`src/design/kes_pkg.sv`:
```
// Shared types, constants and key-code functions for the key event scanner.
package kes_pkg;

  localparam int RING_DEPTH = 32;
  localparam int PTR_W      = (RING_DEPTH > 1) ? $clog2(RING_DEPTH) : 1;
  localparam int WORD_W     = 16;
  localparam int KEY_W      = 8;
  localparam int KEYS       = 1 << KEY_W;

  typedef enum logic [1:0] {
    KIND_SCAN = 2'd0,
    KIND_KEY  = 2'd1,
    KIND_POP  = 2'd2
  } kind_t;

  // controller -> datapath
  typedef struct packed {
    logic clear_step;
    logic latch_item;
    logic do_scan;
    logic do_key;
    logic pop_empty;
    logic pop_read;
    logic pop_load;
  } kes_cmd_t;

  // datapath -> controller
  typedef struct packed {
    logic [1:0] kind;
    logic       ring_empty;
    logic       out_free;
    logic       clear_last;
  } kes_status_t;

  function automatic logic key_scanned(input logic [KEY_W-1:0] k);
    return k inside {[8'h08:8'h39], [8'h41:8'h5A], [8'h60:8'h75],
                     [8'hBA:8'hC0], [8'hDB:8'hDE]};
  endfunction

  function automatic logic [KEY_W-1:0] key_translate(input logic [KEY_W-1:0] k);
    logic [KEY_W-1:0] r;
    case (k)
      8'hBA:   r = 8'h3B;
      8'hBB:   r = 8'h3D;
      8'hBC:   r = 8'h2C;
      8'hBD:   r = 8'h2D;
      8'hBE:   r = 8'h2E;
      8'hBF:   r = 8'h2F;
      8'hC0:   r = 8'h60;
      8'hDB:   r = 8'h5B;
      8'hDC:   r = 8'h5C;
      8'hDD:   r = 8'h5D;
      default: r = k;
    endcase
    return r;
  endfunction

endpackage

```
`src/design/key_event_scanner_fifo_core.sv`:
```
// Top level of the key event scanner with its event ring.
// After reset the key level table is cleared one entry per cycle, and in_ready stays low
// until the last entry is cleared. Each input beat is then registered on accept with a
// read of the key's stored level, and applied to the key level, toggle and ring state in
// the execute state; a pop that finds events goes on to a load state for the registered
// ring read. The pop result beat sits in an output register; the next item is accepted
// while it waits; a second pop waits in its execute state until the register is free.
// Scan-start, key-sample and kind 3 items give no result beat. The ring holds RING_DEPTH
// (32) events with no full check: after RING_DEPTH unread pushes it reads as empty.
module key_event_scanner_fifo_core (
  input  logic                       clk,
  input  logic                       rst,
  input  logic                       in_valid,
  output logic                       in_ready,
  input  logic [1:0]                 kind,
  input  logic                       include_downs,
  input  logic [kes_pkg::KEY_W-1:0]  key_code,
  input  logic                       key_down,
  input  logic                       caps_down,
  input  logic                       num_down,
  input  logic                       scroll_down,
  input  logic                       insert_down,
  input  logic                       shift_down,
  input  logic                       ctrl_down,
  input  logic                       alt_down,
  output logic                       out_valid,
  input  logic                       out_ready,
  output logic [kes_pkg::WORD_W-1:0] event_word,
  output logic                       was_empty
);

  kes_pkg::kes_cmd_t    cmd;
  kes_pkg::kes_status_t status;

  kes_ctrl u_ctrl (
    .clk      (clk),
    .rst      (rst),
    .in_valid (in_valid),
    .in_ready (in_ready),
    .status   (status),
    .cmd      (cmd)
  );

  kes_datapath u_datapath (
    .clk           (clk),
    .rst           (rst),
    .cmd           (cmd),
    .status        (status),
    .kind          (kind),
    .include_downs (include_downs),
    .key_code      (key_code),
    .key_down      (key_down),
    .caps_down     (caps_down),
    .num_down      (num_down),
    .scroll_down   (scroll_down),
    .insert_down   (insert_down),
    .shift_down    (shift_down),
    .ctrl_down     (ctrl_down),
    .alt_down      (alt_down),
    .out_valid     (out_valid),
    .out_ready     (out_ready),
    .event_word    (event_word),
    .was_empty     (was_empty)
  );

endmodule

```
`src/design/kes_ctrl.sv`:
```
// Controller state machine: sequences accept, execute and ring read of one item.
module kes_ctrl (
  input  logic                 clk,
  input  logic                 rst,
  input  logic                 in_valid,
  output logic                 in_ready,
  input  kes_pkg::kes_status_t status,
  output kes_pkg::kes_cmd_t    cmd
);

  typedef enum logic [3:0] {
    S_CLEAR = 4'b0001,
    S_IDLE  = 4'b0010,
    S_EXEC  = 4'b0100,
    S_LOAD  = 4'b1000
  } state_t;

  state_t state, state_next;

  always_ff @(posedge clk) begin
    if (rst) begin
      state <= S_CLEAR;
    end else begin
      state <= state_next;
    end
  end

  always_comb begin
    state_next = state;
    cmd        = '0;
    in_ready   = 1'b0;
    case (state)
      S_CLEAR: begin
        // zero the key level table one entry per cycle
        cmd.clear_step = 1'b1;
        if (status.clear_last) begin
          state_next = S_IDLE;
        end
      end
      S_IDLE: begin
        in_ready = 1'b1;
        if (in_valid) begin
          cmd.latch_item = 1'b1;
          state_next     = S_EXEC;
        end
      end
      S_EXEC: begin
        case (status.kind)
          kes_pkg::KIND_SCAN: begin
            cmd.do_scan = 1'b1;
            state_next  = S_IDLE;
          end
          kes_pkg::KIND_KEY: begin
            cmd.do_key = 1'b1;
            state_next = S_IDLE;
          end
          kes_pkg::KIND_POP: begin
            // hold until the output register can take the result beat
            if (status.out_free) begin
              if (status.ring_empty) begin
                cmd.pop_empty = 1'b1;
                state_next    = S_IDLE;
              end else begin
                cmd.pop_read = 1'b1;
                state_next   = S_LOAD;
              end
            end
          end
          default: state_next = S_IDLE;
        endcase
      end
      S_LOAD: begin
        cmd.pop_load = 1'b1;
        state_next   = S_IDLE;
      end
      default: state_next = S_IDLE;
    endcase
  end

endmodule

```
`src/design/kes_datapath.sv`:
```
// Datapath: item latch, key level and toggle state, event ring and output register.
module kes_datapath (
  input  logic                              clk,
  input  logic                              rst,
  input  kes_pkg::kes_cmd_t                 cmd,
  output kes_pkg::kes_status_t              status,
  input  logic [1:0]                        kind,
  input  logic                              include_downs,
  input  logic [kes_pkg::KEY_W-1:0]         key_code,
  input  logic                              key_down,
  input  logic                              caps_down,
  input  logic                              num_down,
  input  logic                              scroll_down,
  input  logic                              insert_down,
  input  logic                              shift_down,
  input  logic                              ctrl_down,
  input  logic                              alt_down,
  output logic                              out_valid,
  input  logic                              out_ready,
  output logic [kes_pkg::WORD_W-1:0]        event_word,
  output logic                              was_empty
);

  // latched item
  logic [1:0]                kind_r;
  logic                      downs_r;
  logic [kes_pkg::KEY_W-1:0] key_r;
  logic                      level_r;
  logic [3:0]                locks_r;
  logic [2:0]                mods_r;

  // block state
  logic                      prev_mem [kes_pkg::KEYS];
  logic                      prev_rd;
  logic [kes_pkg::KEY_W-1:0] clr_addr;
  logic [3:0]                prev_toggle_keys;
  logic [3:0]                toggle_bits;
  logic [2:0]                latched_modifiers;
  logic                      latched_include_downs;
  logic [kes_pkg::PTR_W-1:0] write_pointer;
  logic [kes_pkg::PTR_W-1:0] read_pointer;

  logic [kes_pkg::WORD_W-1:0] ring [kes_pkg::RING_DEPTH];
  logic [kes_pkg::WORD_W-1:0] rd_data;

  logic                       was_down;
  logic                       push;
  logic [kes_pkg::WORD_W-1:0] push_word;

  localparam logic [kes_pkg::PTR_W-1:0] PTR_LAST = kes_pkg::PTR_W'(kes_pkg::RING_DEPTH - 1);

  function automatic logic [kes_pkg::PTR_W-1:0] ptr_inc(input logic [kes_pkg::PTR_W-1:0] p);
    return (p == PTR_LAST) ? '0 : p + 1'b1;
  endfunction

  always_ff @(posedge clk) begin
    if (cmd.latch_item) begin
      kind_r  <= kind;
      downs_r <= include_downs;
      key_r   <= key_code;
      level_r <= key_down;
      locks_r <= {insert_down, scroll_down, num_down, caps_down};
      mods_r  <= {alt_down, ctrl_down, shift_down};
    end
  end

  // key level table: read on accept, written in the execute cycle of a key beat
  always_ff @(posedge clk) begin
    if (cmd.clear_step) begin
      prev_mem[clr_addr] <= 1'b0;
    end else if (cmd.do_key) begin
      prev_mem[key_r] <= level_r;
    end
    if (cmd.latch_item) begin
      prev_rd <= prev_mem[key_code];
    end
  end

  assign was_down  = prev_rd;
  assign push      = cmd.do_key && kes_pkg::key_scanned(key_r) &&
                     ((latched_include_downs && level_r && !was_down) || (!level_r && was_down));
  assign push_word = {!level_r, latched_modifiers, toggle_bits, kes_pkg::key_translate(key_r)};

  always_ff @(posedge clk) begin
    if (rst) begin
      clr_addr              <= '0;
      prev_toggle_keys      <= '0;
      toggle_bits           <= '0;
      latched_modifiers     <= '0;
      latched_include_downs <= 1'b0;
      write_pointer         <= '0;
      read_pointer          <= '0;
    end else begin
      if (cmd.clear_step) begin
        clr_addr <= clr_addr + 1'b1;
      end
      if (cmd.do_scan) begin
        toggle_bits           <= toggle_bits ^ (locks_r & ~prev_toggle_keys);
        prev_toggle_keys      <= locks_r;
        latched_modifiers     <= mods_r;
        latched_include_downs <= downs_r;
      end
      // no full check: overrunning the ring makes it read as empty
      if (push) begin
        write_pointer <= ptr_inc(write_pointer);
      end
      if (cmd.pop_read) begin
        read_pointer <= ptr_inc(read_pointer);
      end
    end
  end

  always_ff @(posedge clk) begin
    if (push) begin
      ring[write_pointer] <= push_word;
    end
    rd_data <= ring[read_pointer];
  end

  // output register
  always_ff @(posedge clk) begin
    if (rst) begin
      out_valid <= 1'b0;
    end else if (cmd.pop_empty || cmd.pop_load) begin
      out_valid <= 1'b1;
    end else if (out_ready) begin
      out_valid <= 1'b0;
    end
  end

  always_ff @(posedge clk) begin
    if (cmd.pop_empty) begin
      event_word <= '0;
      was_empty  <= 1'b1;
    end else if (cmd.pop_load) begin
      event_word <= rd_data;
      was_empty  <= 1'b0;
    end
  end

  assign status.kind       = kind_r;
  assign status.ring_empty = (read_pointer == write_pointer);
  assign status.out_free   = !out_valid || out_ready;
  assign status.clear_last = (clr_addr == '1);

  a_read_not_empty: assert property (@(posedge clk) disable iff (rst)
    cmd.pop_read |-> (read_pointer != write_pointer))
    else $error("ring read issued while empty");

  a_load_shows_beat: assert property (@(posedge clk) disable iff (rst)
    (cmd.pop_load || cmd.pop_empty) |=> out_valid)
    else $error("pop result not presented");

  a_empty_word_zero: assert property (@(posedge clk) disable iff (rst)
    (out_valid && was_empty) |-> (event_word == '0))
    else $error("empty pop carries a nonzero word");

  a_no_overwrite: assert property (@(posedge clk) disable iff (rst)
    (out_valid && !out_ready) |-> !(cmd.pop_empty || cmd.pop_read))
    else $error("pending result beat would be overwritten");

endmodule

```
`config.mk`:
```
export PLATFORM = sky130hd
export DESIGN_NAME = key_event_scanner_fifo_core
export DESIGN_NICKNAME = d
export VERILOG_FILES = /design/src/design/kes_pkg.sv /design/src/design/key_event_scanner_fifo_core.sv /design/src/design/kes_ctrl.sv /design/src/design/kes_datapath.sv
export SDC_FILE = /design/constraint.sdc
export NUM_CORES = 1
export LEC_CHECK = 0
export ABC_CLOCK_PERIOD_IN_PS = 7600
export BUFFER_PORTS_ARGS = -buffer_cell sky130_fd_sc_hd__buf_4
export CAP_MARGIN = 20
export CORE_ASPECT_RATIO = 1.1
export CORE_UTILIZATION = 35
export DETAILED_ROUTE_END_ITERATION = 6
export HOLD_SLACK_MARGIN = 0.12
export SLEW_MARGIN = 5
export SYNTH_ARGS = -nofsm -noshare
export SYNTH_HDL_FRONTEND = slang
export SYNTH_SLANG_ARGS = --single-unit
export TNS_END_PERCENT = 50
```
`constraint.sdc`:
```
create_clock -name clk -period 7.6 [get_ports clk]
set_input_delay 0.38 -clock clk [delete_from_list [all_inputs] [get_ports clk]]
set_output_delay 0.38 -clock clk [all_outputs]
set_load 0.005 [all_outputs]
```
==> metrics.cfg, run 1 <==
[cts]
clkSlewWorstSetupHoldPaths_ns=0.06
ctsResizeCount=0
cts.path.max_buffers=3
cts_tree=built
numCtsBuffers=92
cts_max_level=3
cts_root_buf=clkbuf_16
insertion_delay_ns=0.67
clock-sinks=856
post-cts-setup-buffers=0

[placement]
port_buffers=41
dp_cells=3193
dp_hpwl_um=49900
gp_congestion=0.817

[worst_setup_path]
cp-end-kind=flip-flop
crit_start=u_ctrl.state[3]
ff2ff_setup_slack_ns=3.70
worstSetupPathType=flip-flop to flip-flop
required_ns=7.87
r2r-end=u_datapath.ring[21][11]
arrival_ns=4.17
r2r_cells=5
crit-reg2reg-launch=u_ctrl.state[3]
crit_fanout=21
start_kind=flip-flop

[global_route]
antenna_found_initial=1
grt_pass1_wl_um=120000
grt_pass1_vias=18300
grt-ovfl-total=0
track_usage_pct=16.3
grt_start_max_net_pins=111

[job]
drv_cap=0

[routing]
drc_errors=10
avgRoutedWirePerCell_um=24.1
final_antenna_net_count=0
wirelength_um=81400
drt-vias-per-instance=5.34
via_count=18000
dr.pass1.iters=7
drt_first_iter_violations=1728

[timing]
setup_tns_ns=0
layout_min_cycle_time_ns=3.90
report.final.hold_viol_count=0
relSlewSlack_pct=23.2
setup_viol=0
worstMarginPinSlew_ns=1.15
drv_slew=0
max_freq_mhz=257
rsz0062_at_grt=false
clock_skew_ns=0.0418
post-route-period-util_pct=51.3
hold_slack_ns=0.162

[synth]
ys_types=71
syn-cell-area_mm2=0.0346
yosysWarnings=0
synth_area_leaders=edfxtp_1, mux4_2, dfxtp_1, nor2_1, mux2i_1
synth-main-ff-cell=edfxtp_1
synth-edff-count=788
synth_cells=1966
synth_area_per_cell_um2=17.6
synth_async_sr_flop_share_pct=0
ys_ff_latch=856
synth_top_cell_by_area=edfxtp_1
ys_seq_area_share_pct=72.4
netlist.area_leader.share_pct=68.5
synth_nets=1997

[die]
die_x_um=302
initial_core_util_pct=35.4
io_pins=42
die_height_um=332
row_count=120
core-area_mm2=0.0976
die_area_mm2=0.100

[power_and_ir_drop]
p_leak_uw=0.0116
p_int_uw=7630
pwr-share-seq_pct=53.0
clock_power_share_pct=45.6
powerDensity_mw_per_mm2=243
swShare_pct=20.3
p_sw_uw=1940
vdd_ir_drop_max_uv=188
p_comb_share_pct=1.4

[worst_hold_path]
hold_path_end=u_datapath.key_r[5]
hp-start=key_code[5]
hold_path.class=input port to flip-flop
holdPathStages=1

[finish]
drive_gt1_share_pct=23.2
nets=2052
antennaDiodeCount=0
syn2layout_area_growth_pct=13.8
fillers=8678
final_cell_count_no_fill=3374

[status]
status=finished, violations left
failed_checks=design-rule violations

-- critical path, stage by stage (launching register included) --
cell     delay (ns)
dfxtp_1        0.37
nor4b_2        0.31
nand3_1        0.67
nor2_2         0.56
nand3_1        0.60
nor2_2         0.97
-- cell usage after synthesis, types with 5 or more instances --
| library cell | n |
|---|---|
| edfxtp_1 | 788 |
| nor2_1 | 311 |
| mux4_2 | 202 |
| nand2_1 | 103 |
| dfxtp_1 | 68 |
| mux2i_1 | 59 |
| clkbuf_1 | 56 |
| a21oi_1 | 39 |
| buf_2 | 39 |
| nand3_1 | 21 |
| o21ai_0 | 19 |
| mux2_2 | 18 |
| o22ai_1 | 17 |
| nor2b_1 | 15 |
| nor3_1 | 14 |
| inv_1 | 13 |
| xnor2_1 | 13 |
| buf_4 | 11 |
| nand3b_1 | 10 |
| buf_6 | 9 |
| and3_1 | 8 |
| buf_1 | 8 |
| ha_1 | 8 |
| a21o_1 | 6 |
| nand4_1 | 6 |
| o22a_1 | 6 |
| nor3b_1 | 5 |
-- through the flow --
stage	instance area (um^2)	power (uW)	setup WS (ns)	utilization [%]
after floorplan	34600	5250	2.11	-
after global placement	36200	5300	3.83	37.1
after detailed placement	36200	5300	3.70	37.1
after CTS	39300	9650	3.69	40.3
after global routing	39300	9840	3.44	40.3
final	39300	9570	3.70	40.3
-- registers in the layout (all words and copies together), names as in the netlist, 2 cells and up --
register and count:
u_datapath.event_word 16, u_datapath.kind_r 2, u_ctrl.state 4, u_datapath.clr_addr 8, u_datapath.write_pointer 5, u_datapath.key_r 8
u_datapath.latched_modifiers 3, u_datapath.mods_r 3, u_datapath.prev_toggle_keys 4, u_datapath.locks_r 4, u_datapath.prev_mem 256, u_datapath.read_pointer 5
u_datapath.rd_data 16, u_datapath.ring 512, u_datapath.toggle_bits 4
-- layer usage --
metal	routed length, um	global-route usage, %	part of all wire, %
met5	0	0	0
met4	2230	4.70	2.7
met3	5290	3.18	6.5
met2	40000	26.8	49
met1	33900	21.8	42
-- worst max-delay path by stage --
stage	end	slack, ns	depth (start not counted)
after CTS	u_datapath.ring[21][7]	3.69	5
after floorplan	u_datapath.prev_mem[0]	2.11	4
after global placement	u_datapath.ring[15][9]	3.83	5
after detailed placement	u_datapath.ring[21][12]	3.70	5
final	u_datapath.ring[21][11]	3.70	5
after global routing	u_datapath.ring[11][11]	3.44	5
-- layout make-up --
cell class | count | area [um^2] | share of cell area [%]
sequential | 856 | 25000 | 63.7
multi-input combinational | 974 | 8970 | 22.8
clock buffer | 111 | 2440 | 6.22
tap | 1281 | 1600 | 4.08
timing repair buffer | 84 | 693 | 1.76
clock inverter | 55 | 527 | 1.34
inverter | 13 | 48.8 | 0.124
-- cell families after synthesis --
group                      synth area share (%)
adders and majority gates                 0.290
and+or+nand+nor                            6.70
buffers and inverters                      1.93
xor gates and xnor gates                  0.406
muxes                                      15.5
AOI/OAI and AO/OA                          2.81
DFF                                        72.4
-- placed cells by master (no fill, tap or decap), types with 14 or more instances in the layout --
cell type and instances:
a21oi_1 39, buf_4 67, clkbuf_16 93, clkinv_1 18, clkinv_2 22, dfxtp_1 60, dlygate4sd3_1 15, edfxtp_1 788
mux2_2 18, mux2i_1 59, mux4_2 202, nand2_1 103, nand3_1 21, nor2_1 293, nor2_2 18, nor3_1 14
o21ai_0 19, o22ai_1 16
-- what timing repair did --
action,CTS,global route
hold buffers,15,0
setup endpoints to repair,0,0
endpoints found under the hold margin,15,0
-- power by group through the flow --
stage | Sequential (uW) | Clock, uW | Combinational (uW)
5_1_grt | 5070 | 4620 | 146
2_1_floorplan | 5170 | 0 | 82.8
4_1_cts | 5070 | 4440 | 139
6_report | 5070 | 4360 | 137
3_3_place_gp | 5170 | 0 | 132
3_5_place_dp | 5170 | 0 | 132
Note: power is estimated with default switching activity, not from simulation.
==> run 2, diff against run 1 <==
Settings changed: ABC_AREA from default to 1, ABC_CLOCK_PERIOD_IN_PS 7600 to 3400.
Clock period 7.6 ns to 3.4 ns, I/O delays scaled along.
==> metrics.cfg, run 2 <==
[synth]
netlist.area_leader.share_pct=67.4  ; -1.1 points
synth_top_family_by_area=simple AND/OR/NAND/NOR gates
synth.most_common_cell=edfxtp_1
syn-cell-area_mm2=0.0351  ; +1.7%
yosys.area_share.adder_pct=0.285  ; -0.0047 points
synth_common_cells=edfxtp_1, nor2_1, nand2_1, nand3_1, o21ai_0
synth_cells=3085  ; +57%
ys_types=40  ; -44%
synth_area_leaders=edfxtp_1, nor2_1, nand2_1, nand3_1, o21ai_0
synth_compound_area_share_pct=8.12  ; +5.3 points
ys_seq_area_share_pct=71.2  ; -1.2 points
synth_top_cell_by_area=edfxtp_1
synth-edff-count=788  ; unchanged
ys_ff_latch=856  ; unchanged
synth-main-ff-cell=edfxtp_1
synth_area_per_cell_um2=11.4  ; -35%
yosys.area_share.simple_pct=17.0  ; +10 points
synth_nets=3116  ; +56%
yosysWarnings=0  ; unchanged
synthMuxAreaShare_pct=0  ; -15 points
synth_async_sr_flop_share_pct=0  ; unchanged
synth-xor-area-share_pct=0.125  ; -0.28 points

[timing]
report.final.hold_viol_count=0  ; unchanged
layout_min_cycle_time_ns=3.07  ; -0.825 ns
drv_slew=0  ; unchanged
post-route-period-util_pct=90.3  ; +39 points
relSlewSlack_pct=38.1  ; +15 points
hold_slack_ns=0.207  ; +0.0451 ns
clock_skew_ns=0.0453  ; +0.00354 ns
worstMarginPinSlew_ns=0.921  ; -0.231 ns
setup_viol=0  ; unchanged
setup_tns_ns=0  ; unchanged
rsz0062_at_grt=false
max_freq_mhz=326  ; +27%

[worst_setup_path]
required_ns=3.75  ; -4.12 ns
cp-end-kind=flip-flop
crit-reg2reg-launch=u_datapath.key_r[4]
start_kind=flip-flop
crit_fanout=14  ; -33%
critPathMaxStageDelay_ns=0.47  ; -0.50 ns
worstSetupPathType=flip-flop to flip-flop
cp_top_family=simple AND/OR/NAND/NOR gates
path_depth=11  ; +6
arrival_ns=3.42  ; -0.75 ns
crit_buf_inv=3  ; +3
cp_cell_sequence=inv_1, nor3_1, nand3_1, nand2_1, nor2_1, nand3_1, nand2_1, inv_1, nand2_1, nor2_1, buf_4
cpMaxStageDelayCell=edfxtp_1
r2r-end=u_datapath.ring[30][7]
r2r_cells=11  ; +6
ff2ff_setup_slack_ns=0.33  ; -3.37 ns
path_common_cell=nand2_1

[die]
initial_core_util_pct=35.4  ; about the same
die_x_um=304  ; +0.82%
die_area_mm2=0.102  ; +1.7%
core-area_mm2=0.0992  ; +1.6%
row_count=121  ; +0.83%
die_height_um=334  ; +0.82%
io_pins=42  ; unchanged

[power_and_ir_drop]
powerDensity_mw_per_mm2=546  ; +120%
clock_power_share_pct=45.2  ; -0.4 points
p_leak_uw=0.0134  ; +16%
swShare_pct=21.1  ; +0.81 points
p_sw_uw=4660  ; +140%
p_comb_share_pct=3.2  ; +1.8 points
pwr-share-seq_pct=51.6  ; -1.4 points
vdd_ir_drop_max_uv=430  ; +130%
p_int_uw=17400  ; +130%

[status]
status=completed

[global_route]
antenna_found_initial=2  ; +1
grt_start_max_net_pins=188  ; +69%
grt_pass1_vias=22600  ; +24%
grt_pass1_wl_um=137000  ; +14%
track_usage_pct=17.7  ; +1.4 points
grt-ovfl-total=0  ; unchanged

[routing]
drt_first_iter_violations=2091  ; +21%
drc_errors=0  ; -10
dr.pass1.iters=5  ; -2
via_count=23600  ; +31%
final_antenna_net_count=0  ; unchanged
drt-vias-per-instance=5.24  ; -1.9%
avgRoutedWirePerCell_um=20.3  ; -16%
wirelength_um=91300  ; +12%

[cts]
clock-sinks=856  ; unchanged
ctsHoldBuffers=20  ; +5
cts_max_level=3  ; unchanged
post-cts-setup-buffers=0  ; unchanged
ctsResizeCount=0  ; unchanged
insertion_delay_ns=0.67  ; about the same
numCtsBuffers=89  ; -3.3%
cts.path.max_buffers=3  ; unchanged
cts_root_buf=clkbuf_16
cts_tree=built
clkSlewWorstSetupHoldPaths_ns=0.06  ; about the same

[placement]
dp_hpwl_um=51800  ; +3.8%
gp_congestion=0.877  ; +7.3%
dp_cells=4314  ; +35%
port_buffers=41  ; unchanged

[worst_hold_path]
hold_path_end=u_datapath.key_r[2]
hp-start=key_code[2]
hold_path.class=input port to flip-flop
holdPathStages=2  ; +1

[finish]
largest_reg_flops=512  ; unchanged
largestRegisters=u_datapath.ring (512), u_datapath.prev_mem (256)
drive_gt1_share_pct=10.2  ; -13 points
top_register=u_datapath.ring
layout_commonest_cell=edfxtp_1
antennaDiodeCount=0  ; unchanged
syn2layout_area_growth_pct=14.9
layout_common_cells=edfxtp_1, nor2_1, nand2_1
utilization_pct=40.7  ; +0.42 points
nets=3165  ; +54%
final_cell_count_no_fill=4497  ; +33%

[job]
drv_cap=0  ; unchanged

-- run 2: changes by cell type after synthesis, moves of 18 or more --
cell      delta
mux2_2      -18
nor2_1     +282
o21ai_0    +275
nand3_1    +284
mux2i_1     -59
nand2_1    +358
o221ai_1    +47
o22ai_1     +63
clkbuf_1   +100
inv_1       +70
mux4_2     -202
-- run 2: metal layers --
metal,vias up,GRT usage (%),wire length [um]
met2,725,29.9,44600
met3,160,2.60,5290
li1,11000,-,-
met1,11600,22.6,38200
met4,2,7.14,3210
met5,-,0,11
-- run 2: power by group through the flow --
stage,Sequential (uW),Clock (uW),Combinational (uW)
after detailed placement,11600,0,685
final,11400,9960,704
after global placement,11600,0,679
after floorplan,11600,0,421
after global routing,11400,10500,770
after CTS,11400,10100,705
-- run 2: per-stage QoR --
stage	setup WS (ns)	cell area, um^2	power (uW)
after CTS	0.386	40400	22200
final	0.329	40400	22100
after floorplan	-0.160	35100	12000
after detailed placement	0.382	37200	12300
after global routing	0.0581	40400	22700
after global placement	0.390	37200	12300
-- run 2: area by class of cell --
| type | instances | area (um^2) |
|---|---|---|
| Clock buffer | 115 | 2390 |
| Tap cell | 1291 | 1620 |
| Fill cell | 9297 | 58800 |
| Clock inverter | 48 | 604 |
| Sequential cell | 856 | 25000 |
| Multi-Input combinational cell | 1934 | 9000 |
| Timing Repair Buffer | 160 | 1360 |
| Inverter | 93 | 359 |
-- run 2: worst max path at each step --
| stage | from | end | slack (ns) |
|---|---|---|---|
| 6_report | u_datapath.key_r[4] | u_datapath.ring[30][7] | 0.33 |
| 5_1_grt | u_datapath.key_r[4] | u_datapath.ring[30][5] | 0.06 |
| 4_1_cts | u_datapath.key_r[4] | u_datapath.ring[30][10] | 0.39 |
| 3_5_place_dp | u_datapath.key_r[4] | u_datapath.ring[30][9] | 0.38 |
| 3_3_place_gp | u_datapath.key_r[4] | u_datapath.ring[30][14] | 0.39 |
| 2_1_floorplan | u_ctrl.state[0] | u_datapath.prev_mem[0] | -0.16 |
-- run 2: worst register-to-register path: cells and delay by family (launching register included) --
| family | cells | cell delay, ns |
|---|---|---|
| buffers and inverters | 3 | 0.66 |
| AND/OR/NAND/NOR | 8 | 1.64 |
| flip-flops | 1 | 0.47 |
-- run 2: logic make-up (layout without fill, tap and decap cells) --
group / count (synthesis) / after routing
fa+ha+maj: 8 / 8
flops: 856 / 856
compound gates: 493 / 493
simple gates: 1428 / 1428
buf+inv: 295 / 416
xor+xnor: 5 / 5
